<file path="src/hw/rtl/lfu_favourite_item_table_unit_macros.svh">
// assertion macros shared by the lfu favourite item table rtl
// used by lfit_cell and lfu_favourite_item_table_unit, expects clk_i and rst_ni in scope
`ifndef LFU_FAVOURITE_ITEM_TABLE_UNIT_MACROS_SVH
`define LFU_FAVOURITE_ITEM_TABLE_UNIT_MACROS_SVH

// same-cycle implication
`define LFIT_ASSERT_NOW(label, ante, cons) \
  label: assert property (@(posedge clk_i) disable iff (!rst_ni) (ante) |-> (cons)) \
    else $error("lfit assertion failed");

// next-cycle implication
`define LFIT_ASSERT_NEXT(label, ante, cons) \
  label: assert property (@(posedge clk_i) disable iff (!rst_ni) (ante) |=> (cons)) \
    else $error("lfit assertion failed");

`endif

</file>
<file path="src/hw/rtl/lfit_pkg.sv">
// types and constants for the lfu favourite item table
// no dependencies
`timescale 1ns / 1ps

package lfit_pkg;

  localparam int unsigned ENTRIES = 4;
  localparam int unsigned KEY_W   = 64;
  localparam int unsigned CNT_W   = 16;
  localparam int unsigned IDX_W   = (ENTRIES > 1) ? $clog2(ENTRIES) : 1;

  localparam logic [CNT_W-1:0] CNT_MAX = 16'hffff;

  typedef logic [IDX_W-1:0] idx_t;
  typedef logic [KEY_W-1:0] key_t;
  typedef logic [CNT_W-1:0] cnt_t;

  // partial result handed from cell to cell
  typedef struct packed {
    logic valid;
    logic found;
    idx_t match_idx;
    cnt_t min_cnt;
    idx_t min_idx;
    cnt_t max_cnt;
    key_t max_key;
  } scan_t;

  // update command broadcast to all cells
  typedef struct packed {
    logic en;
    logic fresh;
    idx_t idx;
  } upd_t;

endpackage

</file>
<file path="src/hw/rtl/lfit_cell.sv">
// one table slot: key and use count, plus one stage of the scan chain
// depends on lfit_pkg and lfu_favourite_item_table_unit_macros.svh
`timescale 1ns / 1ps
`include "lfu_favourite_item_table_unit_macros.svh"

module lfit_cell (
  input  logic                clk_i,
  input  logic                rst_ni,
  input  lfit_pkg::idx_t      idx_i,
  input  lfit_pkg::key_t      key_i,
  input  lfit_pkg::upd_t      upd_i,
  input  lfit_pkg::scan_t     scan_i,
  output lfit_pkg::scan_t     scan_o
);

  lfit_pkg::key_t  key_q, key_d;
  lfit_pkg::cnt_t  cnt_q, cnt_d;
  lfit_pkg::scan_t scan_q, scan_d;
  logic            hit;

  assign hit = upd_i.en && (upd_i.idx == idx_i);

  always_comb begin
    key_d = key_q;
    cnt_d = cnt_q;
    if (hit) begin
      if (upd_i.fresh) begin
        key_d = key_i;
        cnt_d = lfit_pkg::cnt_t'(1);
      end else if (cnt_q != lfit_pkg::CNT_MAX) begin
        cnt_d = cnt_q + lfit_pkg::cnt_t'(1);
      end
    end
  end

  always_comb begin
    scan_d       = scan_q;
    scan_d.valid = 1'b0;
    if (scan_i.valid) begin
      scan_d = scan_i;
      if (!scan_i.found && (key_q == key_i)) begin
        scan_d.found     = 1'b1;
        scan_d.match_idx = idx_i;
      end
      if (cnt_q < scan_i.min_cnt) begin
        scan_d.min_cnt = cnt_q;
        scan_d.min_idx = idx_i;
      end
      if (cnt_q > scan_i.max_cnt) begin
        scan_d.max_cnt = cnt_q;
        scan_d.max_key = key_q;
      end
    end
  end

  always_ff @(posedge clk_i or negedge rst_ni) begin
    if (!rst_ni) begin
      key_q  <= '0;
      cnt_q  <= '0;
      scan_q <= '0;
    end else begin
      key_q  <= key_d;
      cnt_q  <= cnt_d;
      scan_q <= scan_d;
    end
  end

  assign scan_o = scan_q;

  `LFIT_ASSERT_NEXT(a_hit_count_nonzero, hit, cnt_q != '0)
  `LFIT_ASSERT_NOW(a_out_follows_in, scan_q.valid, $past(scan_i.valid))
  `LFIT_ASSERT_NEXT(a_match_kept, scan_i.valid && scan_i.found,
                    scan_q.found && (scan_q.match_idx == $past(scan_i.match_idx)))

endmodule

</file>
<file path="src/hw/rtl/lfu_favourite_item_table_unit.sv">
// Least-frequently-used table of 64-bit item keys with a 16-bit saturating use
// count per slot, reporting the most used key after every beat. The slots form
// a chain of cells; a scan token walks the chain one cell per cycle. A key whose
// low byte is not zero costs two walks (match and minimum, then maximum); a key
// whose low byte is zero skips the first walk. One item is in work at a time;
// a finished result waits in the output register while the next item starts.
// depends on lfit_pkg, lfit_cell and lfu_favourite_item_table_unit_macros.svh
`timescale 1ns / 1ps
`include "lfu_favourite_item_table_unit_macros.svh"

module lfu_favourite_item_table_unit (
  input  logic                 clk_i,
  input  logic                 rst_ni,
  input  logic                 in_valid_i,
  output logic                 in_ready_o,
  input  logic [63:0]          item_key_i,
  output logic                 out_valid_o,
  input  logic                 out_ready_i,
  output logic [63:0]          favourite_key_o,
  output logic [15:0]          favourite_count_o,
  output logic                 has_favourite_o,
  output logic                 was_ignored_o
);

  typedef enum logic [5:0] {
    S_IDLE    = 6'b000001,
    S_LAUNCH1 = 6'b000010,
    S_WAIT1   = 6'b000100,
    S_LAUNCH2 = 6'b001000,
    S_WAIT2   = 6'b010000,
    S_FINISH  = 6'b100000
  } state_e;

  state_e          state_q, state_d;
  lfit_pkg::key_t  key_q, key_d;
  logic            ign_q, ign_d;
  lfit_pkg::scan_t res_q, res_d;
  lfit_pkg::scan_t head;
  lfit_pkg::scan_t tail;
  lfit_pkg::upd_t  upd;
  lfit_pkg::scan_t chain [lfit_pkg::ENTRIES+1];

  logic            out_free;
  logic            in_beat;

  assign in_ready_o = (state_q == S_IDLE);
  assign in_beat    = in_valid_i && in_ready_o;
  assign out_free   = !out_valid_o || out_ready_i;
  assign tail       = chain[lfit_pkg::ENTRIES];
  assign chain[0]   = head;

  always_comb begin
    head           = '0;
    head.valid     = (state_q == S_LAUNCH1) || (state_q == S_LAUNCH2);
    head.min_cnt   = lfit_pkg::CNT_MAX;
  end

  always_comb begin
    upd       = '0;
    upd.en    = (state_q == S_WAIT1) && tail.valid;
    upd.fresh = !tail.found;
    upd.idx   = tail.found ? tail.match_idx : tail.min_idx;
  end

  for (genvar g = 0; g < lfit_pkg::ENTRIES; g++) begin : g_cell
    lfit_cell u_cell (
      .clk_i  (clk_i),
      .rst_ni (rst_ni),
      .idx_i  (lfit_pkg::idx_t'(g)),
      .key_i  (key_q),
      .upd_i  (upd),
      .scan_i (chain[g]),
      .scan_o (chain[g+1])
    );
  end

  always_comb begin
    state_d = state_q;
    key_d   = key_q;
    ign_d   = ign_q;
    res_d   = res_q;
    unique case (state_q)
      S_IDLE: begin
        if (in_beat) begin
          key_d   = item_key_i;
          ign_d   = (item_key_i[7:0] == 8'h00);
          state_d = (item_key_i[7:0] == 8'h00) ? S_LAUNCH2 : S_LAUNCH1;
        end
      end
      S_LAUNCH1: state_d = S_WAIT1;
      S_WAIT1: begin
        if (tail.valid) state_d = S_LAUNCH2;
      end
      S_LAUNCH2: state_d = S_WAIT2;
      S_WAIT2: begin
        if (tail.valid) begin
          res_d   = tail;
          state_d = S_FINISH;
        end
      end
      S_FINISH: begin
        if (out_free) state_d = S_IDLE;
      end
      default: state_d = S_IDLE;
    endcase
  end

  always_ff @(posedge clk_i or negedge rst_ni) begin
    if (!rst_ni) begin
      state_q <= S_IDLE;
      key_q   <= '0;
      ign_q   <= 1'b0;
      res_q   <= '0;
    end else begin
      state_q <= state_d;
      key_q   <= key_d;
      ign_q   <= ign_d;
      res_q   <= res_d;
    end
  end

  // output register
  always_ff @(posedge clk_i or negedge rst_ni) begin
    if (!rst_ni) begin
      out_valid_o       <= 1'b0;
      favourite_key_o   <= '0;
      favourite_count_o <= '0;
      has_favourite_o   <= 1'b0;
      was_ignored_o     <= 1'b0;
    end else if (out_free) begin
      out_valid_o <= (state_q == S_FINISH);
      if (state_q == S_FINISH) begin
        favourite_key_o   <= res_q.max_key;
        favourite_count_o <= res_q.max_cnt;
        has_favourite_o   <= (res_q.max_cnt != '0);
        was_ignored_o     <= ign_q;
      end
    end
  end

  `LFIT_ASSERT_NOW(a_tail_in_wait, tail.valid,
                   (state_q == S_WAIT1) || (state_q == S_WAIT2))
  `LFIT_ASSERT_NOW(a_fav_count, has_favourite_o, favourite_count_o != '0)
  `LFIT_ASSERT_NOW(a_no_fav_zero, !has_favourite_o,
                   (favourite_key_o == '0) && (favourite_count_o == '0))

endmodule
</file>
<file path="config.mk">
export PLATFORM = sky130hd
export DESIGN_NAME = lfu_favourite_item_table_unit
export DESIGN_NICKNAME = d
export VERILOG_FILES = /design/src/hw/rtl/lfit_pkg.sv /design/src/hw/rtl/lfit_cell.sv /design/src/hw/rtl/lfu_favourite_item_table_unit.sv
export VERILOG_INCLUDE_DIRS = /design/src /design/src/hw/rtl
export SDC_FILE = /design/constraint.sdc
export NUM_CORES = 2
export LEC_CHECK = 0
export ABC_AREA = 1
export BUFFER_PORTS_ARGS = -buffer_cell sky130_fd_sc_hd__clkbuf_2
export CORE_UTILIZATION = 61
export CTS_BUF_LIST = sky130_fd_sc_hd__clkbuf_4
export DETAILED_ROUTE_END_ITERATION = 7
export GPL_TIMING_DRIVEN = 0
export MAX_ROUTING_LAYER = met4
export PLACE_DENSITY = 0.78
export SYNTH_ARGS = -nofsm -noshare
export SYNTH_HDL_FRONTEND = slang
export SYNTH_SLANG_ARGS = --single-unit
export TNS_END_PERCENT = 5
</file>
<file path="constraint.sdc">
create_clock -name clk_i -period 3.4 [get_ports clk_i]
set_input_delay 0.34 -clock clk_i [delete_from_list [all_inputs] [get_ports clk_i]]
set_output_delay 0.34 -clock clk_i [all_outputs]
set_load 0.05 [all_outputs]
</file>
==> reports/metrics.yaml <==
drt:
  drt_iter0_drc: 4346
  wl_mm: 141
  ant_nets: 0
  dr.pass1.iters: 8
  wl_per_cell_um: 18.7
  drc: 5
  vias: 41700
  vias_per_cell: 5.55
sta:
  rsz0062_at_grt: "no"
  fin_crit_sh_pct: 99.2
  max_freq_mhz: 296
  slew_headroom_pct: 5.71
  min_period_ns: 3.37
  hold_viol: 6
  setup_viol: 0
  worst_pin_slew_ns: 1.41
  finClkSkew_ns: 0.0821
  report.final.slew_viol_count: 0
  hold_ws_ns: -0.0198
  fin_ws_ns: 0.0268
clock_network:
  clock_latency_ns: 1.15
  cts.path.max_buffers: 3
  cts.sinks: 940
  htreeDepth: 4
  tritoncts: "done"
  clkTransAtPathRegs_ns: 0.08
  cts_buffers: 233
  root_buffer: "clkbuf_4"
place:
  placed_cells: 6980
  pre_cts_ws_ns: -1.10
  place_hpwl_mm: 101
  io_buffers: 151
  gp_congestion: 0.968
global_routing:
  grt_pass1_wl_mm: 220
  grt_max_degree: 117
  antenna_found_initial: 5
  grtUsageTotal_pct: 37.8
  grt.overflow.total: 0
  grt_pass1_vias: 40200
synth:
  yosys_warnings: 0
  yosysMostFrequentCell: "nand2_1"
  synth.cells.most_frequent: "nand2_1 (1959), dfrtp_1 (939), inv_1 (667), nand3_1 (641), o21ai_0 (371)"
  async_flop_share_pct: 100
  ys_seq_area_share_pct: 50.4
  avgSynthCellArea_um2: 7.99
  synth_area_leader_cell: "dfrtp_1"
  syn_inst: 5842
  synth_area_leaders: "dfrtp_1 (50%), nand2_1 (16%), nand3_1 (6.9%)"
  synth_area_um2: 46700
  synth_top_cell_area_share_pct: 50.4
  ys_seq_elements: 940
  syn_nets: 6008
  synth_cell_types: 42
  synth_edf_count: 0
  ys.flop_type: "dfrtp_1"
hold_path:
  hp-class: "primary input to asynchronous set/reset pin"
critical_path:
  worstSetupPathType: "flip-flop to flip-flop"
  start_kind: "flip-flop"
  rr_startpoint: "g_cell[3].u_cell.cnt_q[14]"
  r2r_slack_ns: 0.03
  cp_max_fo: 10
  r2r-end: "g_cell[3].u_cell.scan_o[4]"
  r2r_cells: 10
  worstPathArrival_ns: 4.44
  worst_setup_path_end_kind: "flip-flop"
  cp.required_ns: 4.47
floorplan:
  die_area_um2: 77600
  die_w_um: 279
  initial_utilization_pct: 61.5
  io_pins: 152
  die_h_um: 279
  core_um2: 75800
  rows: 101
layout:
  fillers: 6054
  fin_nets: 6528
  drive_above_1_share_pct: 11.7
  final_cells: 7515
  syn_to_final_growth_pct: 13.9
flow_run:
  drv_cap: 0
run_status:
  status: "finished, violations left"
  violations: "design-rule violations, negative hold slack"
power:
  vdd_drop_max_mv: 0.998
  static-leakage-power_nw: 27.6
  powerDensity_nw_per_um2: 892
==> sequential cells by signal (all words and copies together), names as in the netlist <==
register              cells
key_q                    64
was_ignored_o             1
ign_q                     1
g_cell.u_cell.cnt_q      64
has_favourite_o           1
g_cell.u_cell.scan_o    386
g_cell.u_cell.key_q     256
favourite_count_o        16
favourite_key_o          64
state_q                   6
res_q                    80
out_valid_o               1
==> cell families (layout without fill, tap and decap cells) <==
kind of cell / after synthesis / after routing / synth area share, %
AO/OA/AOI/OAI: 613 / 613 / 7.14
other: 0 / 9 / 0
flip-flops: 940 / 940 / 50.4
AND/OR/NAND/NOR: 2945 / 2945 / 26.2
XOR/XNOR: 186 / 186 / 3.49
adder cells (fa/ha/maj): 98 / 98 / 2.63
buffers and inverters: 989 / 1675 / 8.46
multiplexers: 71 / 71 / 1.71
==> per-layer routing <==
metal | global-route usage (%) | vias up | wire (um)
met5 | - | - | 0
met4 | 16.0 | 0 | 5610
met3 | 9.00 | 369 | 13800
met2 | 56.0 | 1912 | 62500
met1 | 50.0 | 19800 | 58800
li1 | - | 19700 | -
==> worst max-delay path: stages, from the launching register on <==
cell and delay [ns]:
dfrtp_1 0.48, ha_1 0.35, nand4_1 0.13, nor2_1 0.33, nand2_1 0.20, nand2_2 0.52
nand2_2 0.53, buf_2 0.37, nand2_1 0.10, nand3_1 0.15, nand2_1 0.14
==> cell type report <==
cell class              instances  area (um^2)  area share, %
diodes                          9         22.5         0.0424
plain buffers                 311         1400           2.64
clock buffers                 336         2520           4.74
clock inverters                65          398          0.748
inverters                     678         2540           4.79
multi-input cells            3913        19200           36.2
flip-flops and latches        940        23500           44.3
well taps                     978         1220           2.30
repair buffers                285         2290           4.32
==> where the power goes <==
| part | internal [W] | switching, W | leakage [nW] |
|---|---|---|---|
| Sequential | 0.0132 | 0.00145 | 12.8 |
| Clock | 0.00470 | 0.00477 | 1.72 |
| Combinational | 0.00660 | 0.0167 | 13.0 |
| Total | 0.0245 | 0.0229 | 27.6 |
==> metrics by stage <==
| stage | area [um^2] | setup TNS (ns) | utilization [%] | power, W |
|---|---|---|---|---|
| 2_1_floorplan | 46700 | 0 | - | 0.0304 |
| 3_3_place_gp | 48600 | - | 64.2 | 0.0319 |
| 3_5_place_dp | 48900 | -174.51 | 64.5 | 0.0324 |
| 6_report | 53200 | 0 | 70.1 | 0.0474 |
| 5_1_grt | 53200 | 0 | 70.1 | 0.0511 |
| 4_1_cts | 53100 | 0 | 70.0 | 0.0433 |
==> placed cells by master, fill, tap and decap left out, types with 9 or more instances in the layout <==
| cell | n |
|---|---|
| nand2_1 | 1954 |
| dfrtp_1 | 939 |
| inv_1 | 667 |
| nand3_1 | 639 |
| o21ai_0 | 371 |
| clkbuf_4 | 336 |
| nor2_1 | 214 |
| clkbuf_1 | 195 |
| clkbuf_2 | 151 |
| xor2_1 | 124 |
| dlygate4sd3_1 | 120 |
| ha_1 | 98 |
| buf_2 | 73 |
| o22ai_1 | 72 |
| mux2_2 | 71 |
| a21oi_1 | 66 |
| xnor2_1 | 62 |
| nand4_1 | 54 |
| o21ai_1 | 52 |
| nor3_1 | 47 |
| clkinv_1 | 46 |
| o21ai_2 | 37 |
| buf_1 | 18 |
| buf_6 | 14 |
| buf_4 | 12 |
| inv_2 | 10 |
| buf_16 | 10 |
| diode_2 | 9 |
| nor4_1 | 9 |
==> worst max-delay path by stage <==
| stage | startpoint | endpoint |
|---|---|---|
| 5_1_grt | g_cell[3].u_cell.cnt_q[14] | g_cell[3].u_cell.scan_o[5] |
| 6_report | g_cell[3].u_cell.cnt_q[14] | g_cell[3].u_cell.scan_o[4] |
| 3_3_place_gp | rst_ni | res_q[24] |
| 4_1_cts | g_cell[2].u_cell.cnt_q[7] | g_cell[2].u_cell.scan_o[79] |
| 3_5_place_dp | g_cell[3].u_cell.cnt_q[14] | g_cell[3].u_cell.scan_o[4] |
| 2_1_floorplan | g_cell[1].u_cell.cnt_q[15] | g_cell[1].u_cell.scan_o[33] |
==> what timing repair did <==
| item | in CTS | in global routing |
|---|---|---|
| hold endpoints to repair | 275 | 0 |
| gates resized for setup | 7 | 4 |
| setup endpoints to repair | 240 | 167 |
| gates cloned | 0 | 1 |
| hold buffers | 122 | 0 |
| buffers inserted | 2 | 0 |
| pin swaps | 1 | 0 |
(Power assumes the default switching activity.)
